### src/rtl/core/cpdm_pkg.sv
// Shared types, widths and register indexes for the dual motor PI controller.
// Used by cpdm_mac and by the top level cascaded_pi_dual_motor_pwm.
package cpdm_pkg;

	localparam int CFG_IDX_W  = 3;
	localparam int CFG_DATA_W = 16;

	localparam logic [CFG_IDX_W-1:0] CFG_VEL_KP   = 3'd0;
	localparam logic [CFG_IDX_W-1:0] CFG_VEL_KI   = 3'd1;
	localparam logic [CFG_IDX_W-1:0] CFG_POS_KP   = 3'd2;
	localparam logic [CFG_IDX_W-1:0] CFG_POS_KI   = 3'd3;
	localparam logic [CFG_IDX_W-1:0] CFG_LIMIT    = 3'd4;
	localparam logic [CFG_IDX_W-1:0] CFG_PERIOD   = 3'd5;
	localparam logic [CFG_IDX_W-1:0] CFG_POS_MODE = 3'd6;

	localparam logic [CFG_DATA_W-1:0] LIMIT_RESET  = 16'd7200;
	localparam logic [CFG_DATA_W-1:0] PERIOD_RESET = 16'd7200;

	localparam int ERR_W   = 33;
	localparam int DIFF_W  = 34;
	localparam int DRV_W   = 17;
	localparam int MUL_A_W = DIFF_W;
	localparam int MUL_B_W = CFG_DATA_W + 1;
	localparam int PROD_W  = MUL_A_W + MUL_B_W;
	localparam int ACC_W   = PROD_W + 1;
	localparam int SUM_W   = ACC_W + 1;

	localparam int OUT_RAW_W = 4 * 16 + 2 * DRV_W + 2 * 32;
	localparam int OUT_W     = ((OUT_RAW_W + 7) / 8) * 8;

	typedef struct packed {
		logic mul;
		logic load;
		logic add;
	} mac_ctrl_t;

endpackage

### src/rtl/core/cpdm_mac.sv
// Shared multiply-accumulate unit: one registered product and an accumulator.
// Depends on cpdm_pkg for the operand widths and the control struct.
module cpdm_mac (
	input  logic                                clk,
	input  cpdm_pkg::mac_ctrl_t                 ctrl,
	input  logic signed [cpdm_pkg::MUL_A_W-1:0] a,
	input  logic signed [cpdm_pkg::MUL_B_W-1:0] b,
	output logic signed [cpdm_pkg::ACC_W-1:0]   acc
);
	import cpdm_pkg::*;

	logic signed [PROD_W-1:0] prod_q;
	logic signed [ACC_W-1:0]  acc_q;

	always_ff @(posedge clk) begin
		if (ctrl.mul) begin
			prod_q <= a * b;
		end
		if (ctrl.load) begin
			acc_q <= ACC_W'(prod_q);
		end else if (ctrl.add) begin
			acc_q <= acc_q + ACC_W'(prod_q);
		end
	end

	assign acc = acc_q;

endmodule

### src/rtl/core/cascaded_pi_dual_motor_pwm.sv
// Top level of the cascaded PI controller for two motors with H-bridge compares.
// Depends on cpdm_pkg and on the shared multiply-accumulate unit cpdm_mac.
//
// Channel  Direction  Handshake           Content
// cfg      in         cfg_we              register index and write data
// s        in         s_tvalid/s_tready   encoder deltas and goals of one tick
// m        out        m_tvalid/m_tready   compares, drives and positions
//
// Per motor, a tick runs the position then the velocity states in position mode and
// only the velocity states otherwise; the single shared multiplier sets this.
// s_tready is high only while the sequencer is idle; a finished word waits in the
// output register and the next tick is accepted meanwhile.
// Reset clears motor state and restores configuration defaults at once.
module cascaded_pi_dual_motor_pwm #(
	parameter int MOTOR_COUNT    = 2,
	parameter int ENC_BITS       = 16,
	parameter int GAIN_FRAC_BITS = 8,
	localparam int IN_W = ((2 * ENC_BITS + 64 + 7) / 8) * 8
) (
	input  logic                               clk,
	input  logic                               arst_n,
	input  logic                               cfg_we,
	input  logic [cpdm_pkg::CFG_IDX_W-1:0]     cfg_idx,
	input  logic [cpdm_pkg::CFG_DATA_W-1:0]    cfg_wdata,
	input  logic                               s_tvalid,
	output logic                               s_tready,
	// enc_delta_left, enc_delta_right, goal_left, goal_right
	input  logic [IN_W-1:0]                    s_tdata,
	output logic                               m_tvalid,
	input  logic                               m_tready,
	// left_cmp_a, left_cmp_b, right_cmp_a, right_cmp_b, drive_left, drive_right,
	// position_left, position_right
	output logic [cpdm_pkg::OUT_W-1:0]         m_tdata
);
	import cpdm_pkg::*;

	localparam int ACTIVE = (MOTOR_COUNT < 2) ? MOTOR_COUNT : 2;

	localparam logic [3:0] ST_IDLE = 4'd0;
	localparam logic [3:0] ST_POS  = 4'd1;
	localparam logic [3:0] ST_PERR = 4'd2;
	localparam logic [3:0] ST_PDIF = 4'd3;
	localparam logic [3:0] ST_PMA  = 4'd4;
	localparam logic [3:0] ST_PMB  = 4'd5;
	localparam logic [3:0] ST_PMC  = 4'd6;
	localparam logic [3:0] ST_PUPD = 4'd7;
	localparam logic [3:0] ST_VERR = 4'd8;
	localparam logic [3:0] ST_VDIF = 4'd9;
	localparam logic [3:0] ST_VMA  = 4'd10;
	localparam logic [3:0] ST_VMB  = 4'd11;
	localparam logic [3:0] ST_VMC  = 4'd12;
	localparam logic [3:0] ST_VUPD = 4'd13;
	localparam logic [3:0] ST_DONE = 4'd14;

	logic [CFG_DATA_W-1:0] vel_kp_q, vel_ki_q, pos_kp_q, pos_ki_q;
	logic [CFG_DATA_W-1:0] limit_q, period_q;
	logic                  pos_mode_q;

	logic [3:0] state_q;
	logic       motor_q;

	logic signed [31:0]       pos_q      [ACTIVE];
	logic signed [31:0]       speed_q    [ACTIVE];
	logic signed [DRV_W-1:0]  drive_q    [ACTIVE];
	logic signed [ERR_W-1:0]  prev_se_q  [ACTIVE];
	logic signed [ERR_W-1:0]  prev_pe_q  [ACTIVE];

	logic signed [ENC_BITS-1:0] enc_q  [2];
	logic signed [31:0]         goal_q [2];
	logic signed [ERR_W-1:0]    err_q;
	logic signed [DIFF_W-1:0]   diff_q;

	logic                 m_tvalid_q;
	logic [OUT_W-1:0]     m_tdata_q;

	logic signed [ERR_W-1:0] enc_ext;
	mac_ctrl_t               mac_ctrl;
	logic signed [MUL_A_W-1:0] mac_a;
	logic signed [MUL_B_W-1:0] mac_b;
	logic signed [ACC_W-1:0]   acc;
	logic signed [ACC_W-1:0]   acc_sh;
	logic signed [SUM_W-1:0]   spd_sum, drv_sum, lim_s;
	logic signed [31:0]        spd_new;
	logic signed [DRV_W-1:0]   drv_new;
	logic                      spd_ovf;

	logic [15:0]             o_cmp_a [2];
	logic [15:0]             o_cmp_b [2];
	logic signed [DRV_W-1:0] o_drive [2];
	logic signed [31:0]      o_pos   [2];

	assign enc_ext = ERR_W'(enc_q[motor_q]);
	assign acc_sh  = acc >>> GAIN_FRAC_BITS;

	always_comb begin
		mac_ctrl = '0;
		mac_a    = MUL_A_W'(err_q);
		mac_b    = {1'b0, vel_ki_q};
		case (state_q)
			ST_PMA: begin
				mac_ctrl.mul = 1'b1;
				mac_a        = diff_q;
				mac_b        = {1'b0, pos_kp_q};
			end
			ST_PMB: begin
				mac_ctrl.mul  = 1'b1;
				mac_ctrl.load = 1'b1;
				mac_b         = {1'b0, pos_ki_q};
			end
			ST_VMA: begin
				mac_ctrl.mul = 1'b1;
				mac_a        = diff_q;
				mac_b        = {1'b0, vel_kp_q};
			end
			ST_VMB: begin
				mac_ctrl.mul  = 1'b1;
				mac_ctrl.load = 1'b1;
			end
			ST_PMC, ST_VMC: begin
				mac_ctrl.add = 1'b1;
			end
			default: begin
				mac_ctrl = '0;
			end
		endcase
	end

	cpdm_mac u_mac (
		.clk  (clk),
		.ctrl (mac_ctrl),
		.a    (mac_a),
		.b    (mac_b),
		.acc  (acc)
	);

	always_comb begin
		spd_sum = SUM_W'(speed_q[motor_q]) + SUM_W'(acc_sh);
		spd_ovf = (spd_sum[SUM_W-1:31] != {(SUM_W-31){spd_sum[31]}});
		if (spd_ovf) begin
			spd_new = spd_sum[SUM_W-1] ? 32'sh8000_0000 : 32'sh7fff_ffff;
		end else begin
			spd_new = spd_sum[31:0];
		end
		drv_sum = SUM_W'(drive_q[motor_q]) + SUM_W'(acc_sh);
		lim_s   = $signed(SUM_W'(limit_q));
		if (drv_sum > lim_s) begin
			drv_new = lim_s[DRV_W-1:0];
		end else if (drv_sum < -lim_s) begin
			drv_new = DRV_W'(-lim_s);
		end else begin
			drv_new = drv_sum[DRV_W-1:0];
		end
	end

	for (genvar g = 0; g < 2; g++) begin : g_out
		if (g < ACTIVE) begin : g_on
			logic signed [DRV_W:0] rev;
			assign rev = $signed({2'b00, period_q}) + (DRV_W+1)'(drive_q[g]);
			assign o_drive[g] = drive_q[g];
			assign o_pos[g]   = pos_q[g];
			assign o_cmp_a[g] = drive_q[g][DRV_W-1] ? period_q : 16'd0;
			assign o_cmp_b[g] = !drive_q[g][DRV_W-1] ? drive_q[g][15:0] :
				(rev[DRV_W] ? 16'd0 : rev[15:0]);
		end else begin : g_off
			assign o_drive[g] = '0;
			assign o_pos[g]   = '0;
			assign o_cmp_a[g] = '0;
			assign o_cmp_b[g] = '0;
		end
	end

	always_ff @(posedge clk or negedge arst_n) begin
		if (!arst_n) begin
			vel_kp_q   <= '0;
			vel_ki_q   <= '0;
			pos_kp_q   <= '0;
			pos_ki_q   <= '0;
			limit_q    <= LIMIT_RESET;
			period_q   <= PERIOD_RESET;
			pos_mode_q <= 1'b0;
		end else if (cfg_we) begin
			case (cfg_idx)
				CFG_VEL_KP:   vel_kp_q   <= cfg_wdata;
				CFG_VEL_KI:   vel_ki_q   <= cfg_wdata;
				CFG_POS_KP:   pos_kp_q   <= cfg_wdata;
				CFG_POS_KI:   pos_ki_q   <= cfg_wdata;
				CFG_LIMIT:    limit_q    <= cfg_wdata;
				CFG_PERIOD:   period_q   <= cfg_wdata;
				CFG_POS_MODE: pos_mode_q <= cfg_wdata[0];
				default: begin
				end
			endcase
		end
	end

	always_ff @(posedge clk) begin
		if (s_tvalid && s_tready) begin
			enc_q[0]  <= s_tdata[ENC_BITS-1:0];
			enc_q[1]  <= s_tdata[2*ENC_BITS-1:ENC_BITS];
			goal_q[0] <= s_tdata[2*ENC_BITS+31:2*ENC_BITS];
			goal_q[1] <= s_tdata[2*ENC_BITS+63:2*ENC_BITS+32];
		end
		case (state_q)
			ST_PERR: err_q <= ERR_W'(goal_q[motor_q]) - ERR_W'(pos_q[motor_q]);
			ST_VERR: err_q <= ERR_W'(speed_q[motor_q]) - enc_ext;
			ST_PDIF: diff_q <= DIFF_W'(err_q) - DIFF_W'(prev_pe_q[motor_q]);
			ST_VDIF: diff_q <= DIFF_W'(err_q) - DIFF_W'(prev_se_q[motor_q]);
			default: begin
			end
		endcase
		if (state_q == ST_DONE && (!m_tvalid_q || m_tready)) begin
			m_tdata_q <= {(OUT_W-OUT_RAW_W)'(0), o_pos[1], o_pos[0], o_drive[1], o_drive[0],
				o_cmp_b[1], o_cmp_a[1], o_cmp_b[0], o_cmp_a[0]};
		end
	end

	always_ff @(posedge clk or negedge arst_n) begin
		if (!arst_n) begin
			state_q    <= ST_IDLE;
			motor_q    <= 1'b0;
			m_tvalid_q <= 1'b0;
			for (int i = 0; i < ACTIVE; i++) begin
				pos_q[i]     <= '0;
				speed_q[i]   <= '0;
				drive_q[i]   <= '0;
				prev_se_q[i] <= '0;
				prev_pe_q[i] <= '0;
			end
		end else begin
			if (m_tready && state_q != ST_DONE) begin
				m_tvalid_q <= 1'b0;
			end
			case (state_q)
				ST_IDLE: begin
					motor_q <= 1'b0;
					if (s_tvalid) begin
						state_q <= ST_POS;
					end
				end
				ST_POS: begin
					pos_q[motor_q] <= 32'(ERR_W'(pos_q[motor_q]) + enc_ext);
					if (pos_mode_q) begin
						state_q <= ST_PERR;
					end else begin
						speed_q[motor_q] <= goal_q[motor_q];
						state_q          <= ST_VERR;
					end
				end
				ST_PERR: state_q <= ST_PDIF;
				ST_PDIF: begin
					prev_pe_q[motor_q] <= err_q;
					state_q            <= ST_PMA;
				end
				ST_PMA: state_q <= ST_PMB;
				ST_PMB: state_q <= ST_PMC;
				ST_PMC: state_q <= ST_PUPD;
				ST_PUPD: begin
					speed_q[motor_q] <= spd_new;
					state_q          <= ST_VERR;
				end
				ST_VERR: state_q <= ST_VDIF;
				ST_VDIF: begin
					prev_se_q[motor_q] <= err_q;
					state_q            <= ST_VMA;
				end
				ST_VMA: state_q <= ST_VMB;
				ST_VMB: state_q <= ST_VMC;
				ST_VMC: state_q <= ST_VUPD;
				ST_VUPD: begin
					drive_q[motor_q] <= drv_new;
					if (motor_q == 1'(ACTIVE - 1)) begin
						state_q <= ST_DONE;
					end else begin
						motor_q <= 1'b1;
						state_q <= ST_POS;
					end
				end
				ST_DONE: begin
					if (!m_tvalid_q || m_tready) begin
						m_tvalid_q <= 1'b1;
						state_q    <= ST_IDLE;
					end
				end
				default: state_q <= ST_IDLE;
			endcase
		end
	end

	assign s_tready = (state_q == ST_IDLE);
	assign m_tvalid = m_tvalid_q;
	assign m_tdata  = m_tdata_q;

endmodule

### config.mk
export PLATFORM = sky130hd
export DESIGN_NAME = cascaded_pi_dual_motor_pwm
export DESIGN_NICKNAME = d
export VERILOG_FILES = /design/src/rtl/core/cpdm_pkg.sv /design/src/rtl/core/cpdm_mac.sv /design/src/rtl/core/cascaded_pi_dual_motor_pwm.sv
export SDC_FILE = /design/constraint.sdc
export NUM_CORES = 2
export LEC_CHECK = 0
export BUFFER_PORTS_ARGS = -buffer_cell sky130_fd_sc_hd__buf_2
export CORE_UTILIZATION = 28
export DETAILED_ROUTE_END_ITERATION = 16
export PLACE_DENSITY = 0.5
export SLEW_MARGIN = 15
export SYNTH_ARGS = -nofsm -noshare
export SYNTH_HDL_FRONTEND = slang
export SYNTH_SLANG_ARGS = --single-unit
### constraint.sdc
create_clock -name clk -period 20.9 [get_ports clk]
set_input_delay 2.09 -clock clk [delete_from_list [all_inputs] [get_ports clk]]
set_output_delay 2.09 -clock clk [all_outputs]
set_load 0.05 [all_outputs]
==> results summary <==
The number of maximum-capacitance violations is 0. Of all cell types, the one taking the most synthesized area is sky130_fd_sc_hd__edfxtp_1. The transition at the pin with the smallest max-transition slack came out at 1.29 ns. Entering global routing, the biggest net connects 93 pins. In this run the deepest clock path goes through 3 buffers. The register cell area after layout came out at 22800 µm². The number of DRC violations after detailed-routing iteration 0 came out at 4082. The relative slew slack is 11.4%. The setup violation total in the final timing report is 0. Counting flops with an async set or reset pin after synthesis yields a share of 48.1%.

The area of the mapped netlist came out at 68900 µm². The delay of the slowest critical-path stage is 0.93 ns. The combined area of the multi-input logic cells came out at 42000 µm². The detailed router placed 51600 vias in this run.

The worst-case clock skew is 0.0741 ns. The number of global-route vias before repair came to 51800. The number of clock buffers inserted by TritonCTS is 91. The highest attainable clock frequency is 95.2 MHz. The flow ran to the end, and the final reports show no timing, DRC or antenna violations. Synthesis instantiated 95 different standard cells from the library. STA puts the critical path data required time at 21.35 ns. The most frequent cell on the critical path is sky130_fd_sc_hd__fa_1. For this design the top-level I/O count stands at 290. The HPWL after detailed placement came out at 171000 µm. Buffers placed on the I/O ports in this run total 283. The hold violation total from the final report is 0. At the end of the flow, the number of nets in the layout was 8204. TritonCTS built the clock tree. The post-detailed-routing wire length is 219000 µm. The final weighted congestion in routability-driven placement is 0.907. The worst setup path is captured at a register. Of the cells placed in the final design, the portion with a size suffix greater than 1 is 13.9%. The sequential-to-total area share from yosys stat is 33.1%. The worst endpoint data arrival time is 10.96 ns. The fraction of synthesized cell area taken by the top area cell type is 18.7%.

The number of register bits inferred by synthesis is 825. The post-CTS clock slew at the launch and capture registers of the worst setup and hold paths is 0.06 ns. The count of flip-flops with a built-in enable after synthesis came out at 428. The worst hold path belongs to the class reg2reg.

The area of the core region is 244000 µm². The count of synthesis-stage warnings from yosys is 0. The width of the die is 498 µm. The post-synthesis cell count came out at 6849. After detailed placement, the total cell area comes to 74100 µm². The dominant register cell in the synthesized netlist is sky130_fd_sc_hd__edfxtp_1. The number of remaining DRC errors is 0. The post-CTS resize count is 0. The relative area change from synthesis to final layout came out at 12.2%. Post-CTS timing repair inserted 0 buffers for setup. The initial core utilization came out at 28.2%.

The worst setup path is of the reg2reg kind. The slowest stage of the critical path belongs to the cell sky130_fd_sc_hd__nor2_2. The leftover overflow at the end of global routing is 0. The first global-routing pass estimated 332000 µm of wire. The sum of negative setup slack came out at 0 ns. Each instance of the synthesized netlist takes up on average 10.1 µm².

The number of pins exceeding their max-slew limit in the final report came out at 0. STA classifies the critical path startpoint as a register. The height of the die is 498 µm. Ranked by total cell area, the synthesized netlist is headed by sky130_fd_sc_hd__edfxtp_1 19%, sky130_fd_sc_hd__fa_1 15%, sky130_fd_sc_hd__dfrtp_1 14%.

The number of antenna violations at the first check in global routing is 8. The die footprint is 248000 µm². The standard-cell row count came out at 181. The time the final worst path needs with I/O delays and setup is 10.50 ns.

The average detailed-routed wire length per instance came out at 21.2 µm. The number of H-tree levels came out at 3. The number of clock sinks is 825.

The count of inserted antenna diode cells came out at 0. The total of fill cells in the finished design is 25000. The fraction of the cycle the final worst path needs came out at 50.3%. The final cell area excluding filler cells came out at 77200 µm².

Along the worst path, the maximum fanout reaches 29. The tightest hold path in the finished design has a slack of 0.464 ns. The number of vias per cell after detailed routing is 4.99.

Setup repair after global routing left no endpoint under its margin. The first-pass iteration count of the detailed router came out at 9. CTS placed an instance of sky130_fd_sc_hd__clkbuf_16 at the clock tree root. The setup slack after layout came out at 10.40 ns. OpenSTA, run right after detailed placement, puts the worst setup slack at 10.49 ns. The final antenna-violating net count came out at 0. Global routing used 17.5% of the available tracks across all layers.

The hold buffer count at cts is 0. The clock insertion delay at the later pin of the skew report came out at 0.75 ns.
[logic make-up after synthesis]
group	after synthesis	synth area share [%]
simple gates	1788	11.8
compound gates	1308	12.2
buf+inv	1093	6.11
fa+ha+maj	1016	24.2
flops	825	33.1
mux	512	8.69
xor+xnor	306	3.89
other cells	1	0.00545
[sequential cells by signal, indices dropped and copies added, names as in the netlist, 4 cells and up]
| name | flops |
|---|---|
| drive_q | 34 |
| diff_q | 34 |
| vel_ki_q | 16 |
| prev_pe_q | 66 |
| pos_ki_q | 16 |
| m_tdata | 162 |
| pos_kp_q | 16 |
| limit_q | 16 |
| err_q | 33 |
| o_pos | 64 |
| prev_se_q | 66 |
| enc_q | 32 |
| u_mac.prod_q | 51 |
| goal_q | 64 |
| vel_kp_q | 16 |
| u_mac.acc | 52 |
| state_q | 4 |
| period_q | 16 |
| speed_q | 64 |
[stage by stage]
stage / util [%] / cells
detailed placement: 30.4 / 10200
global route: 31.7 / 10300
finish: 31.7 / 10300
floorplan: - / 6854
global placement: 30.4 / 10200
CTS: 31.7 / 10300
[worst paths after layout]
path | startpoint | endpoint | slack, ns | depth (start not counted)
hold reg to reg | o_pos[0] | m_tdata[130] | 0.46 | 0
max in group asynchronous | arst_n | drive_q[31] | 16.31 | 4
hold / removal | o_pos[0] | m_tdata[130] | 0.46 | 0
setup / recovery | state_q[2] | u_mac.prod_q[49] | 10.40 | 30
setup reg to reg | state_q[2] | u_mac.prod_q[49] | 10.40 | 30
min in group asynchronous | arst_n | o_pos[43] | 1.33 | 1
[cells in the final DEF, fill, tap and decap left out, drive strengths merged, types with 124 or more instances in the layout]
cell type and n:
nor2 494, inv 850, edfxtp 428, a21o 176
ha 490, clkbuf 124, xnor2 189, o21ai 305
dfrtp 389, buf 371, mux2 356, fa 526
nand2 713, a21oi 367
[synthesized netlist by cell type (46+ instances only)]
master / count
sky130_fd_sc_hd__o21bai_1: 56
sky130_fd_sc_hd__clkbuf_1: 202
sky130_fd_sc_hd__nor2_1: 493
sky130_fd_sc_hd__and2_1: 55
sky130_fd_sc_hd__nand4_1: 46
sky130_fd_sc_hd__edfxtp_1: 428
sky130_fd_sc_hd__a21o_1: 171
sky130_fd_sc_hd__nor2b_1: 50
sky130_fd_sc_hd__xnor2_1: 189
sky130_fd_sc_hd__nor3_1: 82
sky130_fd_sc_hd__fa_1: 526
sky130_fd_sc_hd__inv_1: 843
sky130_fd_sc_hd__o21a_1: 52
sky130_fd_sc_hd__xor2_1: 117
sky130_fd_sc_hd__mux2_2: 356
sky130_fd_sc_hd__dfrtp_1: 389
sky130_fd_sc_hd__a21oi_1: 359
sky130_fd_sc_hd__a211oi_1: 91
sky130_fd_sc_hd__nand2b_1: 79
sky130_fd_sc_hd__nand2_1: 712
sky130_fd_sc_hd__ha_1: 490
sky130_fd_sc_hd__o21ai_0: 299
sky130_fd_sc_hd__or3_1: 82
sky130_fd_sc_hd__nand3_1: 62
sky130_fd_sc_hd__mux2i_1: 123
[metal layers]
| layer | GRT usage (%) | routed length [µm] |
|---|---|---|
| met5 | 0 | 13 |
| met4 | 6.20 | 8380 |
| met2 | 27.4 | 97700 |
| met1 | 24.5 | 101000 |
| met3 | 2.38 | 11700 |
[critical path: cells and delay by family, from the launching register on]
kind,cells,cell delay [ns]
AOI/OAI and AO/OA,12,3.26
xor gates and xnor gates,1,0.09
adders and majority gates,7,3.36
buffers and inverters,4,0.61
DFF,1,0.79
and+or+nand+nor,6,2.05
[cell type report]
class | count | area share, %
clock buffers | 124 | 3.27
clock inverters | 48 | 0.778
inverters | 843 | 4.10
multi-input cells | 4936 | 54.4
flip-flops and latches | 825 | 29.5
well taps | 3202 | 5.19
repair buffers | 371 | 2.70
Power is left out: the tool's default activity adds up to more than one toggle a clock period on the data nets, which glitch-free logic cannot reach.
